$ cat src/rtl/bps_pkg.sv
// Shared types, constants and helpers for the bilinear pixel sampler.
`default_nettype none

package bps_pkg;

    // Field widths fixed by the interface
    localparam int COORD_W = 16;
    localparam int PIX_W   = 8;
    localparam int CFG_W   = 9;
    // Wide enough for a coordinate's integer part plus one, and for any size register
    localparam int CMP_W   = COORD_W + 1;

    // Defaults for the top-level parameters
    localparam int DEF_MAX_WIDTH  = 256;
    localparam int DEF_MAX_HEIGHT = 256;
    localparam int DEF_FRAC_BITS  = 8;

    // Queue depths
    localparam int OP_QDEPTH = 4;
    localparam int OUT_DEPTH = 8;

    localparam logic [CFG_W-1:0] SIZE_RESET = 9'd256;

    typedef enum logic [1:0] {
        OP_WRITE,
        OP_SAMPLE,
        OP_REJECT
    } op_kind_t;

    typedef struct packed {
        logic             oor;
        logic [PIX_W-1:0] pixel;
    } res_t;

    // Width of one decoded operation in the queue between front and back
    function automatic int op_width(input int addr_w, input int frac_w);
        return $bits(op_kind_t) + addr_w + 2 * frac_w + PIX_W;
    endfunction

endpackage

`default_nettype wire

$ cat src/rtl/bps_front.sv
// Front end: splits coordinates, checks bounds and builds the queued operation.
`default_nettype none

module bps_front #(
    parameter int MAX_WIDTH  = bps_pkg::DEF_MAX_WIDTH,
    parameter int MAX_HEIGHT = bps_pkg::DEF_MAX_HEIGHT,
    parameter int FRAC_BITS  = bps_pkg::DEF_FRAC_BITS,
    localparam int OP_W = bps_pkg::op_width($clog2(MAX_WIDTH * MAX_HEIGHT), FRAC_BITS)
) (
    input  wire logic                        cmd,
    input  wire logic [bps_pkg::COORD_W-1:0] coord_x,
    input  wire logic [bps_pkg::COORD_W-1:0] coord_y,
    input  wire logic [bps_pkg::PIX_W-1:0]   pixel_in,
    input  wire logic [bps_pkg::CFG_W-1:0]   image_width,
    input  wire logic [bps_pkg::CFG_W-1:0]   image_height,
    output logic      [OP_W-1:0]             op
);

    import bps_pkg::*;

    localparam int ADDR_W = $clog2(MAX_WIDTH * MAX_HEIGHT);
    localparam int LIN_W  = CMP_W + $clog2(MAX_WIDTH) + 1;
    localparam logic CMD_WRITE  = 1'b0;
    localparam logic CMD_SAMPLE = 1'b1;

    typedef struct packed {
        op_kind_t              kind;
        logic [ADDR_W-1:0]     addr;
        logic [FRAC_BITS-1:0]  fx;
        logic [FRAC_BITS-1:0]  fy;
        logic [PIX_W-1:0]      pixel;
    } op_t;

    logic [CMP_W-1:0] col, row;
    logic [CMP_W-1:0] w_eff, h_eff;
    logic [LIN_W-1:0] lin;
    logic             write_ok, sample_ok;
    op_t              op_d;

    assign col = CMP_W'(coord_x >> FRAC_BITS);
    assign row = CMP_W'(coord_y >> FRAC_BITS);

    // Size registers above the store's extent act as the maximum
    assign w_eff = (CMP_W'(image_width) > CMP_W'(MAX_WIDTH))
                 ? CMP_W'(MAX_WIDTH) : CMP_W'(image_width);
    assign h_eff = (CMP_W'(image_height) > CMP_W'(MAX_HEIGHT))
                 ? CMP_W'(MAX_HEIGHT) : CMP_W'(image_height);

    assign write_ok  = (col < w_eff) && (row < h_eff);
    assign sample_ok = ((col + 1'b1) < w_eff) && ((row + 1'b1) < h_eff);

    assign lin = LIN_W'(row) * LIN_W'(MAX_WIDTH) + LIN_W'(col);

    always_comb
    begin
        op_d.addr  = lin[ADDR_W-1:0];
        op_d.fx    = coord_x[FRAC_BITS-1:0];
        op_d.fy    = coord_y[FRAC_BITS-1:0];
        op_d.pixel = pixel_in;
        unique case (cmd)
            CMD_WRITE:  op_d.kind = write_ok ? OP_WRITE : OP_REJECT;
            CMD_SAMPLE: op_d.kind = sample_ok ? OP_SAMPLE : OP_REJECT;
            default:    op_d.kind = OP_REJECT;
        endcase
    end

    assign op = op_d;

endmodule

`default_nettype wire

$ cat config.mk
export PLATFORM = sky130hd
export DESIGN_NAME = bps_front
export DESIGN_NICKNAME = d
export VERILOG_FILES = /design/src/rtl/bps_pkg.sv /design/src/rtl/bps_front.sv
export SDC_FILE = /design/constraint.sdc
export NUM_CORES = 1
export LEC_CHECK = 0
export ABC_AREA = 1
export BUFFER_PORTS_ARGS = -buffer_cell sky130_fd_sc_hd__buf_2
export CORE_ASPECT_RATIO = 0.7
export CORE_MARGIN = 3
export CORE_UTILIZATION = 48
export DETAILED_ROUTE_END_ITERATION = 8
export MAX_ROUTING_LAYER = met4
export PLACE_DENSITY = 0.95
export SETUP_SLACK_MARGIN = 0.3
export SYNTH_ARGS = -nofsm -noshare
export SYNTH_HDL_FRONTEND = slang
export SYNTH_SLANG_ARGS = --single-unit
$ cat constraint.sdc
create_clock -name vclk -period 3.5
set_clock_uncertainty 0.2 [all_clocks]
set_input_delay 0.175 -clock vclk [all_inputs]
set_output_delay 0.175 -clock vclk [all_outputs]
set_load 0.05 [all_outputs]
==> flow_results.org <==
** Worst setup path
- The critical path in this run is classified as in -> out.
- Crit-path max cell delay :: 0.33 ns
- Of all nets on the critical path, the largest fanout is 4.
- Among the stages of the critical path, the cell type that occurs most often is nand2_1.
- Slowest cell on the critical path :: nor4_1
- Critical path required time :: 3.12 ns
- Signal arrival time at the worst endpoint :: 2.13 ns
- Type of destination of the critical path :: primary output
- Critical path buffers and inverters :: 3
- The signal on the critical path passes through buf_2 -> nor4_1 -> nand3_1 -> nand2_1 -> nand2_1 -> ha_1 -> nand2_1 -> inv_1 -> nand2_1 -> nand2_1 -> nand2_1 -> nand2_1 -> nor2_1 -> nand2_1 -> nor2_1 -> buf_2.
- Depth of the critical timing path with buffers and inverters included :: 16
- Top delay family on crit path :: simple AND/OR/NAND/NOR gates
- Crit path launch type :: primary input

** Route
- DRT iter0 DRCs :: 107
- Total Wirelength :: 3050 um
- Once detail routing completed, the nets flagged for antenna violations numbered 0.
- Number of detailed-route iterations in the first pass :: 4
- Summing over every cut layer, the via total after detailed routing is 1417.
- Vias per cell :: 4.85
- Detail-routed net length per standard cell :: 10.4 um
- In the routed design, unresolved DRC markers number 0.

** GRT
- Global-route met1 utilization :: 22.6%
- The number of antenna violations at the first check in global routing is 0.
- Across every metal layer, demand over resource in global routing totals 15.8%.
- Met2 global-route usage :: 24.7%
- Vias in the first global route :: 1234
- The first global-routing pass estimated 4940 um of wire.
- Global routing consumed, on the met3 layer, 1.92% of the routing resources.
- The total overflow left after global routing is 0.
- The layer flagged by global routing as most heavily used is met2.
- Entering global routing, the biggest net connects 7 pins.

** STA
- Setup repair after global routing left no endpoint under its margin.
- After layout, the minimum clock period comes to 2.51 ns.
- In the finished design, the share of the clock period the worst path needs comes to 71.6%.
- Number of endpoints with negative hold slack in the final report :: 0
- For the pin with the worst max-slew slack, the measured transition is 0.312 ns.
- The number of slew-limit violations in the final report came to 0.
- In this run the tightest slew margin relative to its limit is 79.0%.
- Derived from the worst setup path, the maximum achievable clock frequency is 0.399 GHz.
- Setup violations remaining at the end of the flow were counted as 0.
- Final-layout setup total negative slack :: 0 ns

** Final layout
- Summing all non-filler instances in the final layout gives an area of 1510 um2.
- In the final layout, the share of cells above drive strength 1 is 27.0%.
- Sequential cells placed in the final layout were counted as 0.
- At the end of the flow, the number of nets in the layout was 349.
- Filler instances :: 315
- Clkbuf count :: 0
- Area delta synth->final :: 0.669%
- The repair_antennas step left the layout with diodes totalling 0.
- Across the whole layout, storage elements account for 0 um2.

** Die
- Die area :: 3840 um2
- Die extent in x :: 72.8 um
- In this run the core area contains 16 standard-cell rows.
- The core region is 2880 um2.
- Starting density of the core :: 52.0%
- I/O Pins :: 101
- Measured along the y axis, the die boundary spans 52.7 um.

** Worst hold path
- Type of the worst min-delay path :: in -> out
- Counting instances, the worst hold path has a depth of 0.
- The worst hold path terminates at op[0].
- Source of the worst hold timing path :: pixel_in[0]

** Place
- Count of buffers inserted at the top-level ports :: 53
- Placement Cell Area :: 1510 um2
- DPL Wire Length :: 2740 um
- Weighted congestion at the end of routability-driven global placement :: 0.936

** Yosys
- Unique masters post-synth :: 20
- Number of nets produced by synthesis :: 334
- Syn Std Cell Area :: 1500 um2
- Sequential cell area fraction in the yosys report :: 0%
- During synthesis, Yosys emitted a total of 0 warnings.
- Count of mapped cells out of synthesis :: 243
- A synthesized cell averages 6.16 um2.

** CTS
- Number of buffers inserted by post-CTS setup repair :: 0
- Buffers inserted to repair hold after CTS numbered 0.
- Once the clock tree was built, the resizer swapped 0 gates to a different size.

** Power
- Leak :: 0.917 nW
- Maximum vdd drop :: 0.0644 mV
- Power density over cell area :: 149 nW/um2

** Status
- Result of the run :: completed

** Run
- Max-cap violations :: 0
[worst max-delay path by stage]
stage / from / to / slack [ns]
after floorplan: coord_x[8] / op[40] / 1.02
after global placement: coord_x[8] / op[40] / 0.98
after detailed placement: coord_x[8] / op[40] / 1.00
after CTS: coord_x[8] / op[40] / 0.99
after global routing: image_width[4] / op[41] / 0.81
final: image_width[4] / op[40] / 0.99
[area by class of cell]
cell class | instances | area (um2) | share of cell area (%)
multi-input cells | 178 | 1100 | 73.2
well taps | 36 | 45.0 | 2.99
repair buffers | 53 | 265 | 17.6
inverters | 25 | 93.8 | 6.22
[cells in the final DEF (no fill, tap or decap), drive strengths merged]
cell type,instances
nand2,77
inv,25
ha,32
a21oi,8
buf,53
nor2,37
xnor2,1
nand4,1
xor2,10
nor4,2
a21o,2
nor3b,2
nand3,6
[where the power goes]
group / leakage [nW] / switching, W / internal (W)
clock network: 0 / 0 / 0
registers: 0 / 0 / 0
logic: 0.917 / 0.000147 / 0.0000771
total: 0.917 / 0.000147 / 0.0000771
[synthesized netlist by cell type (all sizes together)]
cell   instances  area share, %
nor2          37             11
inv           25            6.3
a21oi          8            3.2
nand2         77             21
buf           40             20
a21o           2            1.0
nor3b          2            1.3
xor2          10            5.8
ha            32             27
nand4          1           0.42
nand3          6            2.0
xnor2          1           0.58
nor4           2           0.84
[logic make-up after synthesis]
family / after synthesis / synth area share, %
buffers and inverters: 65 / 26.3
adder cells (fa/ha/maj): 32 / 26.7
AND/OR/NAND/NOR: 125 / 36.3
AO/OA/AOI/OAI: 10 / 4.18
XOR/XNOR: 11 / 6.43
[per-layer routing]
metal / part of all wire [%] / routed length, um
met3: 9.5 / 290
met4: 0 / 0
met1: 48 / 1460
met2: 43 / 1300
met5: 0 / 0
[through the flow]
| stage | utilization, % | total power (W) | std cells | setup WS [ns] | hold WS [ns] |
|---|---|---|---|---|---|
| 6_report | 52.3 | 0.000224 | 292 | 0.994 | 0.150 |
| 5_1_grt | 52.3 | 0.000252 | 292 | 0.811 | 0.150 |
| 4_1_cts | 52.3 | 0.000225 | 292 | 0.991 | 0.150 |
| 3_5_place_dp | 52.3 | 0.000224 | 292 | 1.00 | 0.150 |
| 3_3_place_gp | 52.3 | 0.000219 | 292 | 0.984 | 0.150 |
| 2_1_floorplan | - | 0.000245 | 243 | 1.02 | 0.317 |
No activity file was read; power rests on OpenSTA's default activity.
