==> src/rtl/bps_fifo.sv <==
// Small register FIFO with show-ahead head and fill count.
`default_nettype none

module bps_fifo #(
    parameter int WIDTH = 8,
    parameter int DEPTH = 4,
    localparam int PTR_W = $clog2(DEPTH),
    localparam int CNT_W = $clog2(DEPTH + 1)
) (
    input  wire logic             clk,
    input  wire logic             rst_n,
    input  wire logic             push,
    input  wire logic [WIDTH-1:0] push_data,
    input  wire logic             pop,
    output logic      [WIDTH-1:0] head,
    output logic                  empty,
    output logic                  full,
    output logic      [CNT_W-1:0] count
);

    logic [WIDTH-1:0] mem_reg [DEPTH];
    logic [PTR_W-1:0] rd_ptr_reg, rd_ptr_next;
    logic [PTR_W-1:0] wr_ptr_reg, wr_ptr_next;
    logic [CNT_W-1:0] count_reg, count_next;
    logic             do_push;
    logic             do_pop;

    assign empty   = (count_reg == '0);
    assign full    = (count_reg == CNT_W'(DEPTH));
    assign do_push = push && !full;
    assign do_pop  = pop && !empty;

    always_comb
    begin
        rd_ptr_next = rd_ptr_reg;
        wr_ptr_next = wr_ptr_reg;
        count_next  = count_reg;
        if (do_push)
        begin
            wr_ptr_next = (wr_ptr_reg == PTR_W'(DEPTH - 1)) ? '0 : wr_ptr_reg + 1'b1;
        end
        if (do_pop)
        begin
            rd_ptr_next = (rd_ptr_reg == PTR_W'(DEPTH - 1)) ? '0 : rd_ptr_reg + 1'b1;
        end
        if (do_push && !do_pop)
        begin
            count_next = count_reg + 1'b1;
        end
        else if (do_pop && !do_push)
        begin
            count_next = count_reg - 1'b1;
        end
    end

    always_ff @(posedge clk or negedge rst_n)
    begin
        if (!rst_n)
        begin
            rd_ptr_reg <= '0;
            wr_ptr_reg <= '0;
            count_reg  <= '0;
        end
        else
        begin
            rd_ptr_reg <= rd_ptr_next;
            wr_ptr_reg <= wr_ptr_next;
            count_reg  <= count_next;
        end
    end

    always_ff @(posedge clk)
    begin
        if (do_push)
        begin
            mem_reg[wr_ptr_reg] <= push_data;
        end
    end

    assign head  = mem_reg[rd_ptr_reg];
    assign count = count_reg;

endmodule

`default_nettype wire

==> config.mk <==
export PLATFORM = sky130hd
export DESIGN_NAME = bps_fifo
export DESIGN_NICKNAME = d
export VERILOG_FILES = /design/src/rtl/bps_fifo.sv
export SDC_FILE = /design/constraint.sdc
export NUM_CORES = 1
export LEC_CHECK = 0
export BUFFER_PORTS_ARGS = -buffer_cell sky130_fd_sc_hd__buf_4
export CORE_UTILIZATION = 50
export DETAILED_ROUTE_END_ITERATION = 10
export GPL_TIMING_DRIVEN = 0
export HOLD_SLACK_MARGIN = 0.15
export PLACE_DENSITY = 0.7
export SLEW_MARGIN = 20
export SYNTH_ARGS = -nofsm -noshare
export SYNTH_HDL_FRONTEND = slang
export SYNTH_SLANG_ARGS = --single-unit
==> constraint.sdc <==
create_clock -name clk -period 2.39 [get_ports clk]
set_clock_uncertainty 0.05 [all_clocks]
set_input_delay 0.478 -clock clk [delete_from_list [all_inputs] [get_ports clk]]
set_output_delay 0.478 -clock clk [all_outputs]
set_load 0.03 [all_outputs]
==> results of run 1 <==
-- layout make-up --
class	instances	area share (%)
timing repair buffer	25	9.86
inverter	3	0.584
tap	44	2.85
buffer	3	1.17
clock inverter	1	0.259
sequential	39	58.9
multi-input combinational	34	24.1
clock buffer	7	2.33
-- metrics by stage --
| step | instance area (sq um) | total power, mW | cells | worst slack (ps) |
|---|---|---|---|---|
| 2_1_floorplan | 1630 | 1.84 | 79 | 50.7 |
| 3_3_place_gp | 1870 | 2.15 | 147 | 357 |
| 3_5_place_dp | 1870 | 2.19 | 147 | 321 |
| 4_1_cts | 1930 | 2.50 | 156 | 69.0 |
| 5_1_grt | 1930 | 2.62 | 156 | 39.4 |
| 6_report | 1930 | 2.47 | 156 | 142 |
-- worst register-to-register path, cell delays in order (launching register included) --
cell and delay, ps:
dfrtp_1 460, nor3b_4 190, nor2b_2 140, buf_6 140, ha_1 180, inv_1 60, fa_1 380, xor2_1 150
nor2_1 150, xor2_1 170
-- worst max-delay path by stage --
stage / slack (ps) / start / depth (start not counted) / endpoint
after global routing: 40 / rd_ptr_reg[1] / 3 / head[2]
after global placement: 360 / count[0] / 7 / count[1]
final: 140 / rd_ptr_reg[1] / 3 / head[1]
after detailed placement: 320 / count[2] / 9 / count[2]
after CTS: 70 / rd_ptr_reg[0] / 3 / head[2]
after floorplan: 50 / count[2] / 7 / count[1]
-- layer usage --
| layer | up-vias | part of all wire, % | GRT usage [%] |
|---|---|---|---|
| met4 | 0 | 2.0 | 8.16 |
| met2 | 14 | 52 | 27.3 |
| met5 | - | 0 | 0 |
| met1 | 395 | 41 | 21.7 |
| li1 | 365 | - | - |
| met3 | 6 | 4.6 | 7.47 |
-- logic make-up after synthesis --
kind of cell,Yosys count,share of synthesized area [%]
flops,39,70.1
mux,13,15.1
simple gates,11,5.41
fa+ha+maj,7,5.87
buf+inv,6,1.93
xor+xnor,3,1.62
-- timing repair --
item / in CTS / in global routing
resized for setup: 0 / 1
hold buffers: 1 / 0
endpoints found under the setup margin: 0 / 6
hold endpoints to repair: 7 / 0
-- where the power goes --
group          switching (mW)  total [mW]  internal [mW]
logic                   0.607        1.13          0.519
registers               0.115        1.03          0.920
clock network           0.190       0.305          0.115
total                   0.912        2.47           1.55
-- synthesized netlist by cell type, drive strengths merged --
library cell,count
mux4,8
inv,3
edfxtp,32
fa,1
buf,3
xnor2,1
xor2,2
dfrtp,7
nor3,1
mux2,5
nand2b,1
nor2b,1
ha,6
nor3b,1
and2,4
nor2,3
==> run summary, run 1 <==
=======================================================================================
Clock period minus worst slack ...........................................      2250 ps
Max incr delay on CP .....................................................       440 ps
Crit path capture type ...................................................   output pin
Average detailed-routed wire length per instance .........................      15.5 um
Area fraction of the dominant cell type after synthesis ..................        59.3%
Cell variety after synth .................................................           19
Number of design rule violations left after detail routing ...............            0
Most common library cell in the layout ignoring fill and taps ............     edfxtp_1
Growth of design area from synthesis to finish ...........................        19.1%
Initial Util .............................................................        53.1%
Number of inserted filler cells in the final layout ......................          241
Number of inserted diodes ................................................            0
Vias in the first global route ...........................................          821
Required time of the critical path .......................................      1860 ps
Top cells by area, synth ................................................. edfxtp_1, mux4_2, dfrtp_1, ha_1, mux2_2
Count of input and output buffers ........................................           24
Arrival time at the worst endpoint .......................................      1720 ps
Vertical die dimension ...................................................      58.9 um
Total area of multi-input combinational cells ............................    464 sq um
GPL Wtd Cong .............................................................        0.657
Startpoint of the lowest-slack register-to-register path .................     count[2]
Largest net degree at the start of global routing ........................           12
Mapped Cells .............................................................           79
Depth of the worst register-to-register path .............................            9
Clk sink count ...........................................................           39
Die span in x ............................................................      58.9 um
Most area-hungry cell type in the Yosys netlist ..........................     edfxtp_1
Share of synthesized area occupied by flip-flops and latches .............        70.1%
Root buffer selected by CTS ..............................................     clkbuf_4
Path type of the worst min-delay path .................................... input pin to flop
Core footprint ........................................................... 0.00305 sq mm
WP buf/inv ...............................................................            2
CTS max path bufs ........................................................            2
Critical path cell sequence .............................................. buf_1 -> mux4_2 -> buf_4
Total number of placement rows ...........................................           20
Warning count from the yosys run .........................................            0
Max Slew Vio Count .......................................................            0
Ratio of cells with drive above 1 in the final layout ....................        47.3%
Post-synth design cell area .............................................. 0.00162 sq mm
Area taken by flip-flops and latches ..................................... 0.00114 sq mm
Sum Neg Setup Slack ......................................................         0 ps
Power density relative to cell area ...................................... 1280 mW/mm^2
Number of buffers added by the clock tree synthesis step .................            5
Top library cells by usage in the layout, fill and taps aside ............ edfxtp_1, buf_4, mux4_2
Transition time at the pin with the least slew margin ....................       553 ps
Postcts setup bufs .......................................................            0
Endpoint of the worst register-to-register path ..........................     count[2]
Final cell utilization of the core .......................................        63.2%
Number of antenna violations at the first check in global routing ........            0
Via count normalized by instance count ...................................         5.00
Num ports ................................................................           25
FF+latch count, synth ....................................................           39
Total global routing overflow ............................................            0
Post-DP HPWL .............................................................      1.72 mm
Setup slack of the worst register-to-register path .......................       250 ps
Number of violations reported at the end of detailed-routing iteration 0 .           25
Setup repair after global routing missed its margin ......................        false
First-pass GRT wire length ...............................................      4.01 mm
Total of endpoints with negative setup slack in the final report .........            0
Result of the run ........................................................ complete, no violations
Number of detailed-route iterations in the first pass ....................            4
Ratio of final minimum period to clock period ............................        94.1%
Max reg flops ............................................................           32
Post-route antenna net violation count ...................................            0
Min Hold Slack ...........................................................       284 ps
Crit-path leading delay family ........................................... buffers and inverters
Standard cell with the maximum stage delay on the critical path ..........        buf_1
Startpoint class of the critical path ....................................         flop
Worst Hold Depth .........................................................            1
Cell leakage power .......................................................     0.733 nW
Routed WL ................................................................      2.42 mm
Final count of hold timing violations ....................................            0
Total nets after synthesis ...............................................           98
Highest fanout seen on the critical path .................................            9
Number of levels in the clock H-tree .....................................            2
Die Footprint ............................................................ 0.00347 sq mm
Number of max-cap violations .............................................            0
Routed vias ..............................................................          780
Average footprint of a synthesized cell ..................................   20.5 sq um
Launch instance of the worst min-delay path .............................. push_data[0]
Worst-path clk slew ......................................................       110 ps
Tightest slew margin relative to the limit ...............................        63.1%
Insertion delay of the later-clocked pin in the worst-skew pair ..........       330 ps
Maximum operating frequency ..............................................      445 MHz
Hold worst-path end ...................................................... mem_reg[0][0]
Final-stage net count ....................................................          130
Maximum vdd ir drop ......................................................   0.000573 V
TritonCTS clock tree .....................................................         done
WS Path Type ............................................................. flop to output pin
Global router's overall resource usage ...................................        17.7%
=======================================================================================
Note: power is estimated with default switching activity, not from simulation.
==> inputs of run 2 (changes only) <==
Settings changed: CTS_BUF_LIST from default to sky130_fd_sc_hd__clkbuf_2.
==> run 2 against run 1 <==
Net effect: sequential power barely moved; combinational power is essentially flat; worst setup slack gained 34 ps; sequential share of layout area up 0.27 points; count of clock-buffer cells in the layout stayed put; routed wire length shrank 1.4%; largest power group unchanged; highest routed layer unchanged.
==> run summary, run 2 (synthesis results as in run 1) <==
=======================================================================================
Result of the run ........................................................ complete, no violations   unchanged
Post-route antenna net violation count ...................................            0   unchanged
Cell leakage power .......................................................     0.740 nW   was 0.733 nW
Via count normalized by instance count ...................................         5.03   was 5.00
Post-DP HPWL .............................................................      1.72 mm   unchanged
Number of antenna violations at the first check in global routing ........            0   unchanged
Initial Util .............................................................        53.1%   unchanged
Top library cells by usage in the layout, fill and taps aside ............ edfxtp_1, buf_4, clkbuf_2, mux4_2, dfrtp_1   was edfxtp_1, buf_4, mux4_2
Crit path capture type ...................................................   output pin   unchanged
Core footprint ........................................................... 0.00305 sq mm   unchanged
Vertical die dimension ...................................................      58.9 um   unchanged
TritonCTS clock tree .....................................................         done   unchanged
Number of buffers added by the clock tree synthesis step .................            5   unchanged
Number of max-cap violations .............................................            0   unchanged
Clock period minus worst slack ...........................................      2210 ps   was 2250 ps
Endpoint of the worst register-to-register path ..........................     count[2]   unchanged
Min Hold Slack ...........................................................       242 ps   was 284 ps
Worst-path clk slew ......................................................       180 ps   was 110 ps
Number of inserted filler cells in the final layout ......................          246   was 241
Total number of placement rows ...........................................           20   unchanged
Depth of the worst register-to-register path .............................            9   unchanged
First-pass GRT wire length ...............................................      3.97 mm   was 4.01 mm
Insertion delay of the later-clocked pin in the worst-skew pair ..........       360 ps   was 330 ps
Count of input and output buffers ........................................           24   unchanged
Die span in x ............................................................      58.9 um   unchanged
Pwr Total ................................................................      2.43 mW   was 2.47 mW
Final-stage net count ....................................................          130   unchanged
Routed vias ..............................................................          785   was 780
Average detailed-routed wire length per instance .........................      15.3 um   was 15.5 um
Number of levels in the clock H-tree .....................................            2   unchanged
Number of inserted diodes ................................................            0   unchanged
Final instance area ...................................................... 0.00192 sq mm   was 0.00193 sq mm
Startpoint class of the critical path ....................................         flop   unchanged
Vias in the first global route ...........................................          823   was 821
Critical path destination ................................................      head[1]   unchanged
Root buffer selected by CTS ..............................................     clkbuf_2   was clkbuf_4
Max Slew Vio Count .......................................................            0   unchanged
Ratio of final minimum period to clock period ............................        92.7%   was 94.1%
Setup slack of the worst register-to-register path .......................       250 ps   about the same
Arrival time at the worst endpoint .......................................      1690 ps   was 1720 ps
Startpoint of the lowest-slack register-to-register path .................     count[2]   unchanged
Growth of design area from synthesis to finish ...........................        18.5%   was 19.1%
Maximum vdd ir drop ......................................................   0.000527 V   was 0.000573 V
Largest net degree at the start of global routing ........................           12   unchanged
Required time of the critical path .......................................      1860 ps   about the same
Path type of the worst min-delay path .................................... input pin to flop   unchanged
Total global routing overflow ............................................            0   unchanged
Die Footprint ............................................................ 0.00347 sq mm   unchanged
Final count of hold timing violations ....................................            0   unchanged
Most common library cell in the layout ignoring fill and taps ............     edfxtp_1   unchanged
Total of endpoints with negative setup slack in the final report .........            0   unchanged
Max reg flops ............................................................           32   unchanged
Setup repair after global routing missed its margin ......................        false   unchanged
Worst setup path startpoint .............................................. rd_ptr_reg[0]   was rd_ptr_reg[1]
Number of violations reported at the end of detailed-routing iteration 0 .           18   was 25
Maximum operating frequency ..............................................      452 MHz   was 445 MHz
Number of design rule violations left after detail routing ...............            0   unchanged
Power density relative to cell area ...................................... 1260 mW/mm^2   was 1280 mW/mm^2
CTS max path bufs ........................................................            2   unchanged
Number of detailed-route iterations in the first pass ....................            4   unchanged
Global router's overall resource usage ...................................        17.3%   was 17.7%
GPL Wtd Cong .............................................................        0.657   unchanged
Transition time at the pin with the least slew margin ....................       329 ps   was 553 ps
Postcts setup bufs .......................................................            0   unchanged
Ratio of cells with drive above 1 in the final layout ....................        50.0%   was 47.3%
Instance area at placement ............................................... 0.00187 sq mm   unchanged
WS Path Type ............................................................. flop to output pin   unchanged
Tightest slew margin relative to the limit ...............................        78.0%   was 63.1%
Routed WL ................................................................      2.38 mm   was 2.42 mm
Highest fanout seen on the critical path .................................           10   was 9
Num ports ................................................................           25   unchanged
Sum Neg Setup Slack ......................................................         0 ps   unchanged
Clk sink count ...........................................................           39   unchanged
=======================================================================================
==> run 2: how the worst min path moves through the flow <==
stage            startpoint       endpoint  slack (ps)  cells after the start
6_report       push_data[0]  mem_reg[2][0]         240                      1
5_1_grt        push_data[1]  mem_reg[0][1]         190                      1
4_1_cts        push_data[0]  mem_reg[0][0]         210                      1
3_5_place_dp          rst_n       count[2]         250                      1
3_3_place_gp          rst_n       count[0]         250                      1
2_1_floorplan         rst_n       count[0]         130                      0
==> run 2: where the power goes <==
part           switching [mW]  internal [mW]  total [mW]
Clock                   0.189         0.0800       0.269
Sequential              0.114          0.919        1.03
Combinational           0.606          0.522        1.13
==> run 2: per-stage QoR <==
stage	cells	utilization, %	setup WS, ps
2_1_floorplan	79	-	50.7
3_3_place_gp	147	61.1	357
3_5_place_dp	147	61.1	321
4_1_cts	156	62.8	5.76
5_1_grt	156	62.9	36.1
6_report	156	62.9	176
==> run 2: per-layer routing <==
| metal | track usage (%) | vias to the layer above | share of wire, % |
|---|---|---|---|
| met1 | 21.4 | 399 | 42 |
| met3 | 6.81 | 6 | 4.4 |
| li1 | - | 364 | - |
| met4 | 7.14 | 0 | 1.6 |
| met2 | 27.3 | 16 | 52 |
| met5 | 0 | - | 0 |
==> run 2: repair_timing <==
item | in CTS | in global routing
gates resized for setup | 0 | 3
endpoints found under the setup margin | 0 | 8
hold buffers | 1 | 0
endpoints found under the hold margin | 7 | 0
==> run 2: layout make-up <==
| type | instances | area [sq um] | share of cell area [%] |
|---|---|---|---|
| sequential | 39 | 1140 | 59.2 |
| multi-input combinational | 34 | 464 | 24.2 |
| timing repair buffer | 25 | 190 | 9.90 |
| tap | 44 | 55.1 | 2.87 |
| clock buffer | 7 | 35.0 | 1.82 |
| buffer | 3 | 23.8 | 1.24 |
| inverter | 3 | 11.3 | 0.586 |
| clock inverter | 1 | 5.00 | 0.261 |
==> run 2: critical path, cell delays in order, from the launching register on <==
cell	delay [ps]
dfrtp_1	380
buf_4	220
mux4_2	530
buf_4	190
